[src/sv/itrs_pkg.sv]
// Package for the integer to Roman symbol converter: types, codes and symbol tables.
package itrs_pkg;

  localparam int BIN_W   = 20;
  localparam int DIGITS  = 7;
  localparam int BCD_W   = 4 * DIGITS;
  localparam int CNT_W   = 5;
  localparam int LVL_W   = 3;

  localparam logic [BIN_W-1:0] MAX_VALUE = BIN_W'(1000000);

  localparam logic [1:0] STAT_OK    = 2'd0;
  localparam logic [1:0] STAT_EMPTY = 2'd1;
  localparam logic [1:0] STAT_RANGE = 2'd2;

  localparam logic [3:0] SYM_I   = 4'd0;
  localparam logic [3:0] SYM_V   = 4'd1;
  localparam logic [3:0] SYM_X   = 4'd2;
  localparam logic [3:0] SYM_L   = 4'd3;
  localparam logic [3:0] SYM_C   = 4'd4;
  localparam logic [3:0] SYM_D   = 4'd5;
  localparam logic [3:0] SYM_M   = 4'd6;
  localparam logic [3:0] SYM_OV  = 4'd7;
  localparam logic [3:0] SYM_OX  = 4'd8;
  localparam logic [3:0] SYM_OL  = 4'd9;
  localparam logic [3:0] SYM_OC  = 4'd10;
  localparam logic [3:0] SYM_OD  = 4'd11;
  localparam logic [3:0] SYM_OM  = 4'd12;

  typedef enum logic [1:0] {
    ST_IDLE,
    ST_CONV,
    ST_EMIT
  } state_t;

  typedef enum logic [1:0] {
    K_ONE,
    K_FIVE,
    K_TEN
  } kind_t;

  // Symbol for a digit position, level 0 is the millions.
  function automatic logic [3:0] level_sym(input logic [LVL_W-1:0] lvl, input kind_t kind);
    logic [3:0] one, five, ten;
    case (lvl)
      3'd0: begin one = SYM_OM; five = SYM_OM; ten = SYM_OM; end
      3'd1: begin one = SYM_OC; five = SYM_OD; ten = SYM_OM; end
      3'd2: begin one = SYM_OX; five = SYM_OL; ten = SYM_OC; end
      3'd3: begin one = SYM_M;  five = SYM_OV; ten = SYM_OX; end
      3'd4: begin one = SYM_C;  five = SYM_D;  ten = SYM_M;  end
      3'd5: begin one = SYM_X;  five = SYM_L;  ten = SYM_C;  end
      3'd6: begin one = SYM_I;  five = SYM_V;  ten = SYM_X;  end
      default: begin one = SYM_I; five = SYM_I; ten = SYM_I; end
    endcase
    case (kind)
      K_FIVE:  return five;
      K_TEN:   return ten;
      default: return one;
    endcase
  endfunction

  // Index of the final symbol in a nonzero digit's group.
  function automatic logic [1:0] final_pos(input logic [3:0] d);
    logic [1:0] p;
    case (d)
      4'd1: p = 2'd0;
      4'd2: p = 2'd1;
      4'd3: p = 2'd2;
      4'd4: p = 2'd1;
      4'd5: p = 2'd0;
      4'd6: p = 2'd1;
      4'd7: p = 2'd2;
      4'd8: p = 2'd3;
      4'd9: p = 2'd1;
      default: p = 2'd0;
    endcase
    return p;
  endfunction

  // Which of unit, five or ten sits at position p of digit d.
  function automatic kind_t sym_kind(input logic [3:0] d, input logic [1:0] p);
    kind_t k;
    case (d)
      4'd4: k = (p == 2'd0) ? K_ONE : K_FIVE;
      4'd5: k = K_FIVE;
      4'd6, 4'd7, 4'd8: k = (p == 2'd0) ? K_FIVE : K_ONE;
      4'd9: k = (p == 2'd0) ? K_ONE : K_TEN;
      default: k = K_ONE;
    endcase
    return k;
  endfunction

endpackage

[src/sv/integer_to_roman_symbols.sv]
// Top level: converts a signed integer into a run of Roman symbol codes.
// Out-of-range or zero input: one result in the cycle after the start transfer, never busy.
// Otherwise bit-serial binary to BCD conversion, then one symbol per cycle, with a gap for
// each zero digit ahead of the last nonzero one; busy until the last symbol, no new
// transfer is taken while busy, and results cannot be stalled.
// Reset (synchronous, rst_n low) returns to idle and drops the strobe.
module integer_to_roman_symbols (
  input  logic                clk,
  input  logic                rst_n,
  input  logic                start,
  output logic                busy,
  input  logic signed [20:0]  in_number,
  output logic                out_strobe,
  output logic [3:0]          out_symbol,
  output logic [1:0]          out_status,
  output logic                out_last
);
  import itrs_pkg::*;

  state_t             state_r, state_nxt;
  logic [BIN_W-1:0]   bin_r, bin_nxt;
  logic [BCD_W-1:0]   bcd_r, bcd_nxt, bcd_adj;
  logic [CNT_W-1:0]   cnt_r, cnt_nxt;
  logic [LVL_W-1:0]   lvl_r, lvl_nxt;
  logic [1:0]         rep_r, rep_nxt;
  logic               strobe_r, strobe_nxt;
  logic [3:0]         symbol_r, symbol_nxt;
  logic [1:0]         status_r, status_nxt;
  logic               last_r, last_nxt;
  logic [3:0]         digit;
  logic               rest_zero;

  assign digit     = bcd_r[BCD_W-1 -: 4];
  assign rest_zero = (bcd_r[BCD_W-5:0] == '0);

  // add-3 correction per BCD digit before each shift
  always_comb begin
    for (int i = 0; i < DIGITS; i++) begin
      bcd_adj[4*i +: 4] = (bcd_r[4*i +: 4] >= 4'd5) ? bcd_r[4*i +: 4] + 4'd3
                                                    : bcd_r[4*i +: 4];
    end
  end

  always_comb begin
    state_nxt  = state_r;
    bin_nxt    = bin_r;
    bcd_nxt    = bcd_r;
    cnt_nxt    = cnt_r;
    lvl_nxt    = lvl_r;
    rep_nxt    = rep_r;
    strobe_nxt = 1'b0;
    symbol_nxt = symbol_r;
    status_nxt = status_r;
    last_nxt   = last_r;
    case (state_r)
      ST_IDLE: begin
        if (start) begin
          if (in_number[20] || (in_number[BIN_W-1:0] > MAX_VALUE)) begin
            strobe_nxt = 1'b1;
            symbol_nxt = SYM_I;
            status_nxt = STAT_RANGE;
            last_nxt   = 1'b1;
          end else if (in_number[BIN_W-1:0] == '0) begin
            strobe_nxt = 1'b1;
            symbol_nxt = SYM_I;
            status_nxt = STAT_EMPTY;
            last_nxt   = 1'b1;
          end else begin
            bin_nxt   = in_number[BIN_W-1:0];
            bcd_nxt   = '0;
            cnt_nxt   = CNT_W'(BIN_W);
            state_nxt = ST_CONV;
          end
        end
      end
      ST_CONV: begin
        bcd_nxt = {bcd_adj[BCD_W-2:0], bin_r[BIN_W-1]};
        bin_nxt = {bin_r[BIN_W-2:0], 1'b0};
        cnt_nxt = cnt_r - 1'b1;
        if (cnt_r == CNT_W'(1)) begin
          lvl_nxt   = '0;
          rep_nxt   = '0;
          state_nxt = ST_EMIT;
        end
      end
      ST_EMIT: begin
        if (digit == 4'd0) begin
          bcd_nxt = {bcd_r[BCD_W-5:0], 4'd0};
          lvl_nxt = lvl_r + 1'b1;
          rep_nxt = '0;
        end else begin
          strobe_nxt = 1'b1;
          symbol_nxt = level_sym(lvl_r, sym_kind(digit, rep_r));
          status_nxt = STAT_OK;
          last_nxt   = 1'b0;
          if (rep_r == final_pos(digit)) begin
            bcd_nxt = {bcd_r[BCD_W-5:0], 4'd0};
            lvl_nxt = lvl_r + 1'b1;
            rep_nxt = '0;
            if (rest_zero) begin
              last_nxt  = 1'b1;
              state_nxt = ST_IDLE;
            end
          end else begin
            rep_nxt = rep_r + 1'b1;
          end
        end
      end
      default: state_nxt = ST_IDLE;
    endcase
  end

  always_ff @(posedge clk) begin
    if (!rst_n) begin
      state_r  <= ST_IDLE;
      strobe_r <= 1'b0;
    end else begin
      state_r  <= state_nxt;
      strobe_r <= strobe_nxt;
    end
  end

  always_ff @(posedge clk) begin
    bin_r    <= bin_nxt;
    bcd_r    <= bcd_nxt;
    cnt_r    <= cnt_nxt;
    lvl_r    <= lvl_nxt;
    rep_r    <= rep_nxt;
    symbol_r <= symbol_nxt;
    status_r <= status_nxt;
    last_r   <= last_nxt;
  end

  assign busy       = (state_r != ST_IDLE);
  assign out_strobe = strobe_r;
  assign out_symbol = symbol_r;
  assign out_status = status_r;
  assign out_last   = last_r;

endmodule

[config.mk]
export PLATFORM = sky130hd
export DESIGN_NAME = integer_to_roman_symbols
export DESIGN_NICKNAME = d
export VERILOG_FILES = /design/src/sv/itrs_pkg.sv /design/src/sv/integer_to_roman_symbols.sv
export SDC_FILE = /design/constraint.sdc
export NUM_CORES = 1
export LEC_CHECK = 0
export BUFFER_PORTS_ARGS = -buffer_cell sky130_fd_sc_hd__buf_4
export CORE_MARGIN = 2
export CORE_UTILIZATION = 35
export DETAILED_ROUTE_END_ITERATION = 8
export HOLD_SLACK_MARGIN = 0.15
export SLEW_MARGIN = 40
export SYNTH_ARGS = -nofsm -noshare
export SYNTH_HDL_FRONTEND = slang
export SYNTH_SLANG_ARGS = --single-unit
[constraint.sdc]
create_clock -name clk -period 8.6 [get_ports clk]
set_clock_uncertainty 0.1 [all_clocks]
set_input_delay 0.43 -clock clk [delete_from_list [all_inputs] [get_ports clk]]
set_output_delay 0.43 -clock clk [all_outputs]
set_load 0.1 [all_outputs]
# After elaboration in Yosys (flattened, before gate mapping)
# Memory sizes are Yosys's and may differ from the RTL's. A register that Yosys moved wholly into a read port is not among the register bits.
# Cells that the tools add are included.
# W data, S select, Z words.
[totals]
latchBits = 0
ram_bits = 0
wordCells = 148
ff_bits = 68
out_inout_bits = 9
mem_count = 1
mem_bits_ro = 32
[op_classes]
n_shift = 0
eq_ne = 27
magnitude_cmp = 8
n_div = 0
mux = 72
multipliers = 0
bitwise = 0
addsub = 10
n_reduce_logical = 20
[mem_list]
columns = ["memory", "depth", "width", "read_ports", "rd_ports_with_merged_regs", "write_ports", "line_no", "text"]
rows = [
  ["(name not given)", 16, 2, 1, 1, 0, "itrs_pkg.sv:65", "case (d)"],
]
[ops]
columns = ["op", "count"]
rows = [
  ["$mux W28", 5],
  ["$pmux W28 S3", 1],
  ["$mux W20", 3],
  ["$pmux W4 S6", 2],
  ["$mux W4", 11],
  ["$pmux W20 S2", 1],
  ["$mux W2", 19],
  ["$ge A4 B3 Y1 const B", 7],
  ["$pmux W4 S7", 1],
  ["$add A4 B2 Y4 const B", 6],
  ["$logic_not A24 Y1", 1],
  ["$gt A20 B20 Y1 const B", 1],
  ["$logic_not A20 Y1", 1],
  ["$eq A4 B3 Y1 const B", 4],
  ["$pmux W4 S2", 2],
  ["$mux W5", 3],
  ["$ne A2 B2 Y1 const B", 7],
  ["$mux W1", 12],
  ["$mux W3", 4],
  ["$pmux W5 S2", 1],
  ["$eq A3 B3 Y1 const B", 3],
  ["$eq A4 B4 Y1 const B", 2],
  ["$pmux W2 S2", 2],
  ["$pmux W2 S4", 1],
  ["other kinds (27)", 37],
]

# Logic depth before layout (Yosys ltp)
[depth]
word_depth = 9
mapped_depth = 11
ltp_nobuf = 11

# Worst setup path after synthesis
# Ideal clock, no wire load.
[synth_path]
kind = "input -> register"
from = "in in_number[11]"
to = "reg bin_r[0], enable pin"
slack_ps = 5296
cell_stages = 5
arrival_time_ps = 2787
path_buffers = 0
path_cell_list = "or4_4 -> nor4_4 -> a221o_2 -> nand2_1 -> o22ai_1"
[synth_between]
elab_chain_len = 4
elab_cells_between_ends = 6
classes_between = "order compare (1); eq/ne (2); reduce/logical (3)"
[synth_rtl]
columns = ["item", "line_no", "text"]
rows = [
  ["from (decl)", "integer_to_roman_symbols.sv:12", "input logic signed [20:0] in_number,"],
  ["$gt A20 B20 Y1", "integer_to_roman_symbols.sv:58", "if (in_number[20] || (in_number[BIN_W-1:0] > MAX_VALUE)) begin"],
  ["$logic_or A1 B1 Y1", "integer_to_roman_symbols.sv:58", ""],
  ["$ne A2 B2 Y1 (no source line)", "n/a", ""],
  ["$reduce_and A4 Y1 (no source line) (*)", "n/a", ""],
  ["to (signal assigned)", "integer_to_roman_symbols.sv:124", "bin_r <= bin_nxt;"],
  ["to (decl)", "integer_to_roman_symbols.sv:21", "logic [BIN_W-1:0] bin_r, bin_nxt;"],
]
# Mark *: on every way between the ends. The rest lies on a longest branch, timed or not.
# A chain may end at the register's enable or synchronous reset.

# Worst setup path after layout
[layout_path]
from = "reg bcd_r[24]"
to = "reg bcd_r[15], enable pin"
[layout_between]
elab_chain_len = 3
[layout_rtl]
columns = ["item", "line_no", "text"]
rows = [
  ["from (decl)", "integer_to_roman_symbols.sv:22", "logic [BCD_W-1:0] bcd_r, bcd_nxt, bcd_adj;"],
  ["from (signal assigned)", "integer_to_roman_symbols.sv:125", "bcd_r <= bcd_nxt;"],
  ["$logic_not A4 Y1", "integer_to_roman_symbols.sv:87", "if (digit == 4'd0) begin"],
  ["$ne A3 B3 Y1 (no source line)", "n/a", ""],
  ["$reduce_and A5 Y1 (no source line)", "n/a", ""],
]
# Every way passes these cells.

==> summary.md <==
| Metric | Value |
|---|---|
| Syn Nets | `about 470` |
| HPWL Detailed | `approximately 5800 um` |
| Peak VDD IR | `between 0.00009 and 0.0001 V` |
| Mapped Avg Cell Area | `~10 um^2` |
| Met1 usage | `roughly 17%` |
| Period utilisation layout | `31.96%` |
| CP arrival | `2.61 ns` |
| Core Footprint | `around 12,000 um^2` |
| GRT busiest layer | `met2` |
| Power per cell area | `195.5 nW/um^2` |
| Clock buffer depth | `2` |
| Most frequent cell after synthesis | `edfxtp_1` |
| R2r startpoint | `bcd_r[24]` |
| RSZ-0062 raised after global routing | `no` |
| DRC viols | `0` |
| Final Util | `around two fifths` |
| Hold path depth | `2` |
| Seq/Total Area, Yosys | `between 40 and 50%` |
| Worst Setup End Kind | `register` |
| Synth Area in Adders | `a little over a tenth` |
| Clock latency at the later pin of the worst-skew pair | `roughly 0.33 ns` |
| Final Max Tran Viols | `0` |
| CTS tree | `done` |
| GPL Wtd Cong | `around 0.77` |
| Routed WL | `8379 um` |
| Hold_sp | `rst_n` |
| Number of global-route vias before repair | `~3,000` |
| Hold-fix buffers, CTS | `0` |
| Gr ovfl total | `0` |
| # fillers | `1,155` |
| Worst Path Max Fanout | `28` |
| FF-to-FF End | `bcd_r[15]` |
| Clock sink count | `70` |
| Largest net degree at the start of global routing | `34` |
| Antenna Cells | `0` |
| Drt initial violations | `177` |
| Mux contribution to synthesized area | `6.141%` |
| Max_slew headroom | `52.00%` |
| Setup TNS | `0 ns` |
| Worst-Margin Slew | `about 0.72 ns` |
| Final Hold Viols | `0` |
| CTS H-Tree Depth | `3` |
| Max cap viols | `0` |
| Leakage power | `1.897 nW` |
| Asr flop ratio synth | `0%` |
| Vias/cell | `5.130` |
| Die area | `approximately 13,000 um^2` |
| Min Tclk post-route | `between 2 and 3 ns` |
| First-pass GRT wire length | `14,320 um` |
| Routed Antenna Nets | `0` |
| Worst Path Class, Setup | `register to register` |
| Most common flop cell mapped by yosys | `edfxtp_1` |
| Met2 Usage GRT | `22.68%` |
| Largest family of logic cells by synthesized area | `simple AND/OR/NAND/NOR gates` |
| Final #Nets | `around 510` |
| Worst min path class | `input port to register` |
| # resized after CTS | `0` |
| R2R Setup Slk | `~6 ns` |
| Fraction of layout cells with a size suffix above 1 | `about 17%` |
| Ports | `33` |
| Top cells by count, synth | `edfxtp_1 (65), nand2_1 (41), ha_1 (37)` |
| Die Width | `about 110 um` |
| Reg clk slew, reported paths | `~0.060 ns` |
| Port Buf Inserts | `32` |
| Inserted Clock Buffers | `9` |
| Synthesized area | `about 4300 um^2` |
| Tot GR Track Use | `13.79%` |
| Multi-input gate area | `roughly 2100 um^2` |
| Die Height | `between 100 and 150 um` |
| Post-synth EDFFs | `65` |
| Main area contributors after synthesis | `edfxtp_1 (45%), ha_1 (11%), mux2_2 (5.0%), o21ai_0 (3.7%), a21oi_1 (3.6%)` |
| R2R cell count | `7` |
| Routed via count | `slightly above 3,000` |
| Design Power | `approximately 0.98 mW` |
| Routed len/inst | `approximately 14 um` |
| Initial Utilization | `between 30 and 40%` |
| Compound-cell area share of the yosys netlist | `roughly an eighth` |
| Register area | `between 2000 and 2500 um^2` |
| Outcome | `finished, final reports clean` |
| Synth top area share | `45.40%` |
| Setup crit start kind | `register` |
| Warnings from Yosys | `0` |
| Post-synthesis simple-gate area fraction | `around 17%` |
| Register bit total from synthesis | `70` |
| Root Driver | `clkbuf_16` |
| Post-Syn Instances | `413` |
| XOR/XNOR share of the synthesized area | `between 2 and 2.5%` |
| Rows | `40` |
| Area leader, netlist | `edfxtp_1` |
| Initial antenna violation count | `0` |
| Hold endpoint | `state_r[0]` |
| GR Util met3 | `4.428%` |
| Fmax | `about 0.36 GHz` |
| Area growth syn-to-layout | `16.15%` |
| Final setup fails | `0` |
| Number of unique standard cell types used by synthesis | `between 40 and 50` |
| Worst EP required | `8.47 ns` |
| Number of detailed-route iterations in the first pass | `4` |
| Post-CTS Setup Inserts | `0` |
## worst max path at each step
| stage | from | to | slack [ns] | cells past startpoint |
|---|---|---|---|---|
| final | bcd_r[24] | bcd_r[15] | 5.85 | 7 |
| after floorplan | in_number[11] | bin_r[0] | 5.30 | 5 |
| after global routing | bcd_r[24] | bcd_r[19] | 5.64 | 7 |
| after detailed placement | in_number[1] | bcd_r[8] | 5.53 | 7 |
| after CTS | bcd_r[24] | bcd_r[15] | 5.86 | 7 |
| after global placement | in_number[1] | bcd_r[8] | 5.23 | 7 |
## registers in the layout (all words and copies together) (netlist names), 2 cells and up, named ones only
signal	count
out_symbol	4
rep_r	2
state_r	2
cnt_r	5
lvl_r	3
bin_r	20
bcd_r	28
out_status	2
## cell families (layout without fill, tap and decap cells)
group | Yosys count | in the layout
and+or+nand+nor | 132 | 132
AOI/OAI and AO/OA | 93 | 93
DFF | 70 | 70
buffers and inverters | 47 | 85
adders and majority gates | 37 | 37
muxes | 24 | 24
xor gates and xnor gates | 10 | 10
## cell usage in the layout, fill, tap and decap left out, types with 6 or more instances in the layout
cell type,synthesis,routed
edfxtp_1,65,65
o31ai_1,7,7
buf_4,0,34
nor3b_1,11,11
nor2_1,25,25
inv_1,35,34
nor2b_1,12,12
a21oi_1,31,31
mux2_2,19,19
o21ai_0,32,32
nand2b_1,6,6
clkbuf_16,0,9
xnor2_1,10,10
ha_1,37,37
nor4b_1,6,6
nand2_1,41,40
## worst max-delay path, cell delays in order, from the launching register on
cell	delay, ns
edfxtp_1	0.48
inv_1	0.17
ha_1	0.19
inv_1	0.06
o31ai_1	0.35
a21oi_1	0.13
or3_4	0.42
inv_2	0.47
## power by group
part / total (mW) / internal [mW] / switching [mW]
Combinational: 0.173 / 0.0682 / 0.105
Clock: 0.364 / 0.222 / 0.142
Sequential: 0.439 / 0.411 / 0.0275
Total: 0.976 / 0.702 / 0.275
## area by class of cell
class / count / area share [%]
flip-flops and latches: 70 / 41.09
inverters: 35 / 2.631
well taps: 147 / 3.683
multi-input cells: 296 / 41.67
clock inverters: 7 / 1.303
repair buffers: 34 / 5.112
clock buffers: 9 / 4.510
## stage by stage
step | hold WS [ns] | setup WS [ns] | instance area (um^2) | cells
floorplan | 0.3677 | 5.296 | 4299 | 413
global placement | 0.3947 | 5.228 | 4700 | 582
detailed placement | 0.4142 | 5.526 | 4702 | 582
CTS | 0.2675 | 5.859 | 4992 | 598
global route | 0.2704 | 5.637 | 4994 | 598
finish | 0.2812 | 5.851 | 4994 | 598
## routing by layer
metal  vias up  share of wire, %
met5         -                 0
met4         0              0.91
met3         4               2.6
met2        38                48
met1      1471                48
li1       1555                 -
No activity file was read; power rests on OpenSTA's default activity.
